File: config.mk
export PLATFORM = sky130hd
export DESIGN_NAME = best_rational_approximation
export DESIGN_NICKNAME = d
export VERILOG_FILES = /design/src/rtl/bra_pkg.sv /design/src/rtl/bra_divider.sv /design/src/rtl/bra_muladd.sv /design/src/rtl/best_rational_approximation.sv
export SDC_FILE = /design/constraint.sdc
export NUM_CORES = 2
export LEC_CHECK = 0
export BUFFER_PORTS_ARGS = -buffer_cell sky130_fd_sc_hd__buf_2
export CAP_MARGIN = 15
export CORE_ASPECT_RATIO = 2
export CORE_MARGIN = 3
export CORE_UTILIZATION = 55
export DETAILED_ROUTE_END_ITERATION = 8
export PLACE_DENSITY = 0.81
export SLEW_MARGIN = 20
export SYNTH_ARGS = -nofsm -noshare
export SYNTH_HDL_FRONTEND = slang
export SYNTH_HIERARCHICAL = 1
export SYNTH_SLANG_ARGS = --single-unit
File: constraint.sdc
create_clock -name clk -period 13.1 [get_ports clk]
set_clock_uncertainty 0.2 [all_clocks]
set_input_delay 1.31 -clock clk [delete_from_list [all_inputs] [get_ports clk]]
set_output_delay 1.31 -clock clk [all_outputs]
set_load 0.01 [all_outputs]
File: src/rtl/bra_pkg.sv
// Shared types and constants for the best rational approximation block.
`timescale 1ns / 1ps
`default_nettype none

package bra_pkg;

    // Width of numerator, denominator and bound values.
    localparam int NUM_W  = 31;
    // Width of a continued-fraction term that is still allowed (up to 2^32).
    localparam int TERM_W = 33;
    // Width of one multiply-add result: a term times a value plus a value.
    localparam int PROD_W = TERM_W + NUM_W + 1;

    localparam logic [NUM_W-1:0]  NUM_LIMIT  = {NUM_W{1'b1}};
    localparam logic [63:0]       TERM_LIMIT = 64'h0000_0001_0000_0000;

    // Sequencer states.
    typedef enum logic [2:0] {
        ST_IDLE,
        ST_LOOP,
        ST_DIV,
        ST_MUL_P,
        ST_MUL_Q,
        ST_CHECK,
        ST_OUT
    } bra_state_t;

endpackage

`default_nettype wire

File: src/rtl/bra_divider.sv
// Restoring radix-2 divider that produces one quotient bit per cycle.
`timescale 1ns / 1ps
`default_nettype none

module bra_divider
    import bra_pkg::*;
#(
    parameter int DW = 33,
    parameter int VW = 32
)
(
    input  wire logic          clk,
    input  wire logic          rst_n,
    input  wire logic          start,
    input  wire logic [DW-1:0] dividend,
    input  wire logic [VW-1:0] divisor,
    output logic               done,
    output logic [DW-1:0]      quotient,
    output logic [VW-1:0]      remainder
);

    localparam int CW = $clog2(DW + 1);

    logic [DW-1:0] quo_reg, quo_next;
    logic [VW-1:0] rem_reg, rem_next;
    logic [VW-1:0] dsr_reg, dsr_next;
    logic [CW-1:0] cnt_reg, cnt_next;
    logic          busy_reg, busy_next;
    logic          done_reg, done_next;

    logic [VW:0] shifted;
    logic [VW:0] diff;
    logic        fits;

    // One restoring step: bring down the next dividend bit and try a subtract.
    always_comb
    begin
        shifted = {rem_reg, quo_reg[DW-1]};
        diff    = shifted - {1'b0, dsr_reg};
        fits    = (shifted >= {1'b0, dsr_reg});
    end

    // Step counter and datapath control.
    always_comb
    begin
        quo_next  = quo_reg;
        rem_next  = rem_reg;
        dsr_next  = dsr_reg;
        cnt_next  = cnt_reg;
        busy_next = busy_reg;
        done_next = 1'b0;
        if (start)
        begin
            quo_next  = dividend;
            rem_next  = '0;
            dsr_next  = divisor;
            cnt_next  = CW'(DW);
            busy_next = 1'b1;
        end
        else if (busy_reg)
        begin
            quo_next = {quo_reg[DW-2:0], fits};
            rem_next = fits ? diff[VW-1:0] : shifted[VW-1:0];
            cnt_next = cnt_reg - 1'b1;
            if (cnt_reg == CW'(1))
            begin
                busy_next = 1'b0;
                done_next = 1'b1;
            end
        end
    end

    always_ff @(posedge clk or negedge rst_n)
    begin
        if (!rst_n)
        begin
            cnt_reg  <= '0;
            busy_reg <= 1'b0;
            done_reg <= 1'b0;
        end
        else
        begin
            cnt_reg  <= cnt_next;
            busy_reg <= busy_next;
            done_reg <= done_next;
        end
    end

    always_ff @(posedge clk)
    begin
        quo_reg <= quo_next;
        rem_reg <= rem_next;
        dsr_reg <= dsr_next;
    end

    assign done      = done_reg;
    assign quotient  = quo_reg;
    assign remainder = rem_reg;

endmodule

`default_nettype wire

File: src/rtl/bra_muladd.sv
// Registered multiply-add unit shared by the numerator and denominator updates.
`timescale 1ns / 1ps
`default_nettype none

module bra_muladd
    import bra_pkg::*;
(
    input  wire logic              clk,
    input  wire logic [TERM_W-1:0] term,
    input  wire logic [NUM_W-1:0]  mult,
    input  wire logic [NUM_W-1:0]  addend,
    output logic [PROD_W-1:0]      sum
);

    logic [TERM_W+NUM_W-1:0] prod;
    logic [PROD_W-1:0]       sum_reg, sum_next;

    // Term times the previous convergent value, plus the one before it.
    always_comb
    begin
        prod     = {{NUM_W{1'b0}}, term} * {{TERM_W{1'b0}}, mult};
        sum_next = {1'b0, prod} + {{(PROD_W-NUM_W){1'b0}}, addend};
    end

    always_ff @(posedge clk)
    begin
        sum_reg <= sum_next;
    end

    assign sum = sum_reg;

endmodule

`default_nettype wire

File: src/rtl/best_rational_approximation.sv
// Top level: continued-fraction expansion and best convergent within a bound.
//
//  Channel | Direction | Beat contents
//  --------+-----------+------------------------------------------------
//  s_*     | in        | x_value [63:0], max_denominator [94:64]
//  m_*     | out       | numerator [30:0], denominator [61:31]
//
// Beyond the integer part, one beat expands at most MAX_TERMS - 1 terms, each
// through the shared bit-serial divider. Reset clears only the sequencer
// and the divider control; the block is ready once reset is released.
// s_tready is low from acceptance until the result beat is taken, and a
// stalled result holds on m_tdata.
`timescale 1ns / 1ps
`default_nettype none

module best_rational_approximation
    import bra_pkg::*;
#(
    parameter int MAX_TERMS = 40,
    parameter int FRAC_BITS = 32
)
(
    input  wire logic        clk,
    input  wire logic        rst_n,
    input  wire logic        s_tvalid,
    output logic             s_tready,
    // x_value [63:0], max_denominator [94:64], zero [95]
    input  wire logic [95:0] s_tdata,
    output logic             m_tvalid,
    input  wire logic        m_tready,
    // numerator [30:0], denominator [61:31], zero [63:62]
    output logic [63:0]      m_tdata
);

    localparam int DW = FRAC_BITS + 1;
    localparam int VW = FRAC_BITS;
    localparam int KW = $clog2(MAX_TERMS + 1);

    bra_state_t state_reg, state_next;

    logic [DW-1:0]    u_reg, u_next;
    logic [VW-1:0]    v_reg, v_next;
    logic [TERM_W-1:0] a_reg, a_next;
    logic [NUM_W-1:0] p1_reg, p1_next, q1_reg, q1_next;
    logic [NUM_W-1:0] p2_reg, p2_next, q2_reg, q2_next;
    logic [NUM_W-1:0] pn_reg, pn_next;
    logic             pn_over_reg, pn_over_next;
    logic [NUM_W-1:0] best_p_reg, best_p_next, best_q_reg, best_q_next;
    logic [NUM_W-1:0] bound_reg, bound_next;
    logic [KW-1:0]    k_reg, k_next;

    logic [63:0]      x_in;
    logic [NUM_W-1:0] bound_in;
    logic [63:0]      a0_wide;

    logic             div_start;
    logic             div_done;
    logic [DW-1:0]    div_quo;
    logic [VW-1:0]    div_rem;
    logic [63:0]      quo_wide;

    logic [NUM_W-1:0]  mul_mult, mul_addend;
    logic [PROD_W-1:0] mul_sum;

    assign x_in     = s_tdata[63:0];
    assign bound_in = s_tdata[94:64];
    assign a0_wide  = x_in >> FRAC_BITS;
    assign quo_wide = {{(64-DW){1'b0}}, div_quo};

    bra_divider #(
        .DW (DW),
        .VW (VW)
    ) u_div (
        .clk       (clk),
        .rst_n     (rst_n),
        .start     (div_start),
        .dividend  (u_reg),
        .divisor   (v_reg),
        .done      (div_done),
        .quotient  (div_quo),
        .remainder (div_rem)
    );

    bra_muladd u_mul (
        .clk    (clk),
        .term   (a_reg),
        .mult   (mul_mult),
        .addend (mul_addend),
        .sum    (mul_sum)
    );

    // Operand select for the multiply-add: numerator pass, then denominator.
    always_comb
    begin
        if (state_reg == ST_MUL_P)
        begin
            mul_mult   = p1_reg;
            mul_addend = p2_reg;
        end
        else
        begin
            mul_mult   = q1_reg;
            mul_addend = q2_reg;
        end
    end

    // Sequencer: next state and datapath updates.
    always_comb
    begin
        state_next   = state_reg;
        u_next       = u_reg;
        v_next       = v_reg;
        a_next       = a_reg;
        p1_next      = p1_reg;
        q1_next      = q1_reg;
        p2_next      = p2_reg;
        q2_next      = q2_reg;
        pn_next      = pn_reg;
        pn_over_next = pn_over_reg;
        best_p_next  = best_p_reg;
        best_q_next  = best_q_reg;
        bound_next   = bound_reg;
        k_next       = k_reg;
        div_start    = 1'b0;
        s_tready     = 1'b0;
        m_tvalid     = 1'b0;

        case (state_reg)
            ST_IDLE:
            begin
                s_tready = 1'b1;
                if (s_tvalid)
                begin
                    bound_next = (bound_in == '0) ? NUM_W'(1) : bound_in;
                    u_next     = {1'b1, {VW{1'b0}}};
                    v_next     = x_in[VW-1:0];
                    k_next     = KW'(1);
                    p2_next    = NUM_W'(1);
                    q2_next    = '0;
                    q1_next    = NUM_W'(1);
                    best_q_next = NUM_W'(1);
                    if (a0_wide > {{(64-NUM_W){1'b0}}, NUM_LIMIT})
                    begin
                        best_p_next = NUM_LIMIT;
                        state_next  = ST_OUT;
                    end
                    else
                    begin
                        best_p_next = a0_wide[NUM_W-1:0];
                        p1_next     = a0_wide[NUM_W-1:0];
                        state_next  = ST_LOOP;
                    end
                end
            end

            ST_LOOP:
            begin
                if ((k_reg < KW'(MAX_TERMS)) && (v_reg != '0))
                begin
                    div_start  = 1'b1;
                    state_next = ST_DIV;
                end
                else
                begin
                    state_next = ST_OUT;
                end
            end

            ST_DIV:
            begin
                if (div_done)
                begin
                    u_next = {1'b0, v_reg};
                    v_next = div_rem;
                    a_next = quo_wide[TERM_W-1:0];
                    if (quo_wide > TERM_LIMIT)
                        state_next = ST_OUT;
                    else
                        state_next = ST_MUL_P;
                end
            end

            ST_MUL_P:
            begin
                state_next = ST_MUL_Q;
            end

            ST_MUL_Q:
            begin
                // The numerator product arrives while the denominator is issued.
                pn_next      = mul_sum[NUM_W-1:0];
                pn_over_next = (mul_sum > {{(PROD_W-NUM_W){1'b0}}, NUM_LIMIT});
                state_next   = ST_CHECK;
            end

            ST_CHECK:
            begin
                if (pn_over_reg ||
                    (mul_sum > {{(PROD_W-NUM_W){1'b0}}, bound_reg}))
                begin
                    state_next = ST_OUT;
                end
                else
                begin
                    p2_next     = p1_reg;
                    q2_next     = q1_reg;
                    p1_next     = pn_reg;
                    q1_next     = mul_sum[NUM_W-1:0];
                    best_p_next = pn_reg;
                    best_q_next = mul_sum[NUM_W-1:0];
                    k_next      = k_reg + 1'b1;
                    state_next  = ST_LOOP;
                end
            end

            ST_OUT:
            begin
                m_tvalid = 1'b1;
                if (m_tready)
                    state_next = ST_IDLE;
            end

            default:
            begin
                state_next = ST_IDLE;
            end
        endcase
    end

    always_ff @(posedge clk or negedge rst_n)
    begin
        if (!rst_n)
            state_reg <= ST_IDLE;
        else
            state_reg <= state_next;
    end

    always_ff @(posedge clk)
    begin
        u_reg       <= u_next;
        v_reg       <= v_next;
        a_reg       <= a_next;
        p1_reg      <= p1_next;
        q1_reg      <= q1_next;
        p2_reg      <= p2_next;
        q2_reg      <= q2_next;
        pn_reg      <= pn_next;
        pn_over_reg <= pn_over_next;
        best_p_reg  <= best_p_next;
        best_q_reg  <= best_q_next;
        bound_reg   <= bound_next;
        k_reg       <= k_next;
    end

    assign m_tdata = {2'b00, best_q_reg, best_p_reg};

endmodule

`default_nettype wire
Yosys cells after proc, flatten, opt, wreduce, memory -nomap -nowiden
Cells that the tools add are included.

storage, ports and cells
  flip-flop bits (word level) = 495
  input port bits = 100
  output and inout bits = 66
  word-level logic and storage cells = 106

cells by class
  add/sub/neg operators = 4
  $mul = 1
  magnitude comparators = 6
  equal/unequal tests = 12
  muxes and demuxes = 49
  reduce and logical (&&, ||, !) cells = 14

operator list
  operator                                               count
  two-way mux 31 bit                                     12
  case mux 31 bit (2 select lines)                       5
  two-way mux 33 bit                                     4
  two-way mux 32 bit                                     3
  case mux 33 bit (2 select lines)                       1
  adder 64 x 31 -> 65 bit                                1
  > comparator 65 x 31 -> 1 bit                          1
  > comparator 65 x 31 -> 1 bit (second input constant)  1
  multiplier 33 x 31 -> 64 bit                           1
  case mux 32 bit (2 select lines)                       1
  greater-or-equal comparator 33 x 32 -> 1 bit           1
  > comparator 33 bit (second input constant)            1
  > comparator 32 x 31 -> 1 bit (second input constant)  1
  nonzero test 32 bit                                    1
  subtractor 32 bit                                      1
  zero test 31 bit                                       1
  two-way mux 6 bit                                      4
  two-way mux 3 bit                                      7
  case mux 3 bit (7 select lines)                        1
  case mux 6 bit (2 select lines)                        1
  two-way mux 1 bit                                      10
  == test 3 bit (second input constant)                  3
  AND reduction 3 bit                                    3
  != test 2 bit (second input constant)                  4
  13 further kinds                                       17

Depth between registers and ports, before layout
  depth in word-level cells = 5
  depth in mapped cells = 32

Cells and area by module
The synthesis kept the hierarchy.

by module, submodules not included
  module                       times used  cells each  area each (um^2)  seq. area each (um^2)
  bra_muladd                   1           3845        35400.2           1301.2
  best_rational_approximation  1           960         13804.5           9744.3
  bra_divider                  1           566         6015.8            2792.7

Least setup slack after synthesis
Ideal clock, no wire load.

  path kind = register to register
  from = register bound_reg[30]
  to = register best_p_reg[0] (enable)
  arrival time = 7.658 ns
  data required time = 12.246 ns
  setup slack = 4.588 ns
  cell stages (with the launch flop) = 9
  buffers on the path = 0
  period minus slack after synthesis = 8.512 ns
  cells stage by stage = edfxtp_1 inv_1 ha_1 nor4bb_1 and3_1 a32oi_1 nand4_1 o211ai_1 a21boi_1

on the way
  word-level cells in the longest chain between the ends = 4

ends and longest elaborated chain
  item                           RTL line                            RTL
  start, declared                best_rational_approximation.sv:49   logic [NUM_W-1:0] bound_reg, bound_next;
  start signal, assigned         best_rational_approximation.sv:251  bound_reg <= bound_next;
  > comparator 65 x 31 -> 1 bit  best_rational_approximation.sv:199  (mul_sum > {{(PROD_W-NUM_W){1'b0}}, bound_reg}))
  logical OR 1 bit               best_rational_approximation.sv:198  if (pn_over_reg ||
  != test 2 bit (no line)        --
  AND reduction 3 bit (no line)  --
  end signal, assigned           best_rational_approximation.sv:249  best_p_reg <= best_p_next;
  end, declared                  best_rational_approximation.sv:48   logic [NUM_W-1:0] best_p_reg, best_p_next, best_q_reg, best_q_next;

Every way passes these cells.
A chain may end at the register's enable or synchronous reset.

Worst setup path after layout
  from = register state_reg[2]
  to = register u_mul.sum_reg[54], in the netlist u_mul/sum[54]

on the way
  word-level cells in the longest chain between the ends = 4

ends and longest elaborated chain
  item                          RTL line                            RTL
  start, declared               best_rational_approximation.sv:39   bra_state_t state_reg, state_next;
  start signal, assigned        best_rational_approximation.sv:235  state_reg <= state_next;
  == test 3 x 2 -> 1 bit        best_rational_approximation.sv:95   if (state_reg == ST_MUL_P)
  two-way mux 31 bit            best_rational_approximation.sv:95
  named net mul_mult[2]         best_rational_approximation.sv:62   logic [NUM_W-1:0] mul_mult, mul_addend;
  multiplier 33 x 31 -> 64 bit  bra_muladd.sv:21                    prod = {{NUM_W{1'b0}}, term} * {{TERM_W{1'b0}}, mult};
  adder 64 x 31 -> 65 bit       bra_muladd.sv:22                    sum_next = {1'b0, prod} + {{(PROD_W-NUM_W){1'b0}}, addend};
  named net u_mul.sum_next[54]  bra_muladd.sv:16                    logic [PROD_W-1:0] sum_reg, sum_next;
  end signal, assigned          bra_muladd.sv:27                    sum_reg <= sum_next;
  end, declared                 bra_muladd.sv:16

The timed path passes the listed nets, and every way through them passes these cells.

==> qor.yml <==
finish:
  seqCellArea_sq_um: 13800
  nets: 6663
  largest_reg_flops: 65
  syn2layout_area_growth_pct: 5.28
  finish.utilization_pct: 58.7
  multi_input_area_sq_um: 36400
  nFillCells: 8064
  final_cell_area_sq_um: 58100
  drive_gt1_share_pct: 8.24
place:
  io_buffers: 162
  dpl_cell_area_sq_um: 56800
  dp_hpwl_mm: 111
  globalplace.congestion: 0.937
clock_network:
  cts_sinks: 495
  holdBufCountCts: 0
  post-cts-setup-buffers: 0
  cts-root-buf: "clkbuf_16"
  cts_resized: 0
  cts_buffers: 37
  cts_tree: "built"
  clk_latency_ns: 0.57
  htreeDepth: 2
  clk_path_buf_depth: 3
  path_clk_slew_ns: 0.08
die:
  num_io_pins: 166
  die_y_um: 454
  initial_core_util_pct: 55.7
  core_sq_um: 99100
  die_area_sq_um: 104000
  rows: 163
  die_width_um: 230
critical_path:
  cp_slowest_cell: "mux2_2"
  cp_top_family: "adder cells"
  cpPeakStageDelay_ns: 0.83
  worst-setup-path-type: "reg2reg"
  cp-end-kind: "flip-flop"
  start_kind: "flip-flop"
  crit_required_ns: 13.33
  cp.arrival_ns: 10.69
  cp_max_fo: 62
  crit_buf_inv: 6
  path_common_cell: "fa_1"
detailed_routing:
  drt-vias-per-instance: 5.76
  routed_wl_mm: 143
  wl_per_cell_um: 21.5
  dr_total_vias: 38300
  drt_first_pass_iters: 9
  drc: 2
  ant_nets: 0
  initialDrtViolationCount: 2256
global_route:
  grt_pass1_wl_mm: 228
  grt_overflow: 0
  grt_max_degree: 93
  grt_usage_pct: 28.0
  antenna_found_initial: 3
  grt_pass1_vias: 43700
logic_synthesis:
  synthArstFlopShare_pct: 2.22
  netlist_area_sq_um: 55200
  avgSynthCellArea_sq_um: 10.3
  yosys.area.top_type_share_pct: 33.6
  ys_warn_count: 6
  synth-seq-cells: 495
  synth_edf_count: 387
  synthCells: 5371
  yosysSeqAreaShare_pct: 25.1
  synth.largest_area_cell: "fa_1"
  ys.flop_type: "edfxtp_1"
  synth_cell_type_count: 99
  synthTopCellsByArea: "fa_1 (34%), edfxtp_1 (21%), ha_1 (7.6%)"
run_status:
  outcome: "finished, violations left"
  violations: "DRC"
sta:
  fin_crit_ns: 10.47
  worst_hold_slack_ns: 0.267
  timing.fmax_mhz: 95.6
  worstMarginPinSlew_ns: 1.13
  drv_slew: 0
  hold_violations: 0
  rsz0062_at_grt: "false"
  setup_tns_ns: 0
  setup-violations-final: 0
  post-route-period-util_pct: 79.9
  slew_headroom_pct: 24.5
run:
  drv_cap: 0
hold_path:
  hold_class: "reg2reg"
layer usage:
| layer | global-route usage (%) | share of wire, % | wire (um) |
|---|---|---|---|
| met5 | 0 | 0 | 0 |
| met2 | 52.0 | 54 | 76400 |
| met3 | 3.80 | 6.0 | 8570 |
| met4 | 20.7 | 8.7 | 12400 |
| met1 | 28.5 | 32 | 45300 |
cells by family after synthesis:
logic type	count (synthesis)	synth area share (%)
simple gates	1667	15.2
compound gates	394	4.89
xor+xnor	95	1.51
flops	495	25.1
buf+inv	1303	9.07
mux	152	3.05
other cells	1	0.00679
fa+ha+maj	1264	41.2
synth_stat cells (13+ instances only):
master and number:
ha_1 337, mux2_2 129, nand2b_1 13, nor4_1 34
inv_1 982, nor2_1 92, o21a_1 17, xor2_1 41
nor3_1 16, a31oi_1 18, edfxtp_1 387, a21o_1 45
nor2b_1 14, o21ai_0 50, clkbuf_1 274, nand3_1 59
xnor2_1 54, and2_1 629, dfxtp_1 97, buf_2 32
mux2i_1 23, nand4_1 38, fa_1 927, a211oi_1 33
o21bai_1 21, nand2_1 721, a21oi_1 115
cell usage in the layout (no fill, tap or decap), types with 12 or more instances in the layout:
cell | synthesis | final
a211oi_1 | 33 | 33
a21o_1 | 45 | 44
a21oi_1 | 115 | 115
a31oi_1 | 18 | 18
and2_1 | 629 | 629
and3_1 | 12 | 12
buf_2 | 32 | 162
buf_4 | 2 | 45
clkbuf_16 | 0 | 38
dfxtp_1 | 97 | 97
edfxtp_1 | 387 | 387
fa_1 | 927 | 927
ha_1 | 337 | 337
inv_1 | 982 | 980
mux2_2 | 129 | 129
mux2i_1 | 23 | 23
nand2_1 | 721 | 720
nand2b_1 | 13 | 12
nand3_1 | 59 | 58
nand4_1 | 38 | 38
nor2_1 | 92 | 90
nor2b_1 | 14 | 14
nor3_1 | 16 | 15
nor4_1 | 34 | 34
o21a_1 | 17 | 17
o21ai_0 | 50 | 50
o21ai_1 | 12 | 12
o21bai_1 | 21 | 21
xnor2_1 | 54 | 54
xor2_1 | 41 | 41
area by class of cell:
cell class	count	area share, %
Antenna cell	2	0.00861
Clock buffer	45	1.72
Clock inverter	23	0.631
Inverter	984	6.35
Multi-Input combinational cell	3574	62.7
Sequential cell	495	23.8
Tap cell	1320	2.84
Timing Repair Buffer	207	1.98
metrics by stage:
step	setup slack [ns]	instances
floorplan	4.59	5372
global placement	2.87	6580
detailed placement	2.85	6580
CTS	2.79	6648
global route	2.27	6649
finish	2.63	6650
path summary, 6_finish.rpt:
check | depth (start not counted) | endpoint | start | slack (ns)
worst max register to register | 27 | u_mul/sum[54] | state_reg[2] | 2.63
min in group asynchronous | 1 | state_reg[1] | rst_n | 0.42
max in group asynchronous | 1 | u_div/busy_reg | rst_n | 12.04
worst max-delay path | 27 | u_mul/sum[54] | state_reg[2] | 2.63
worst min register to register | 0 | pn_reg[0] | u_mul/sum[0] | 0.27
worst min-delay path | 0 | pn_reg[0] | u_mul/sum[0] | 0.27
Power is not shown: default switching activity piles up to over one toggle a cycle in this logic, so the estimate is an artifact.
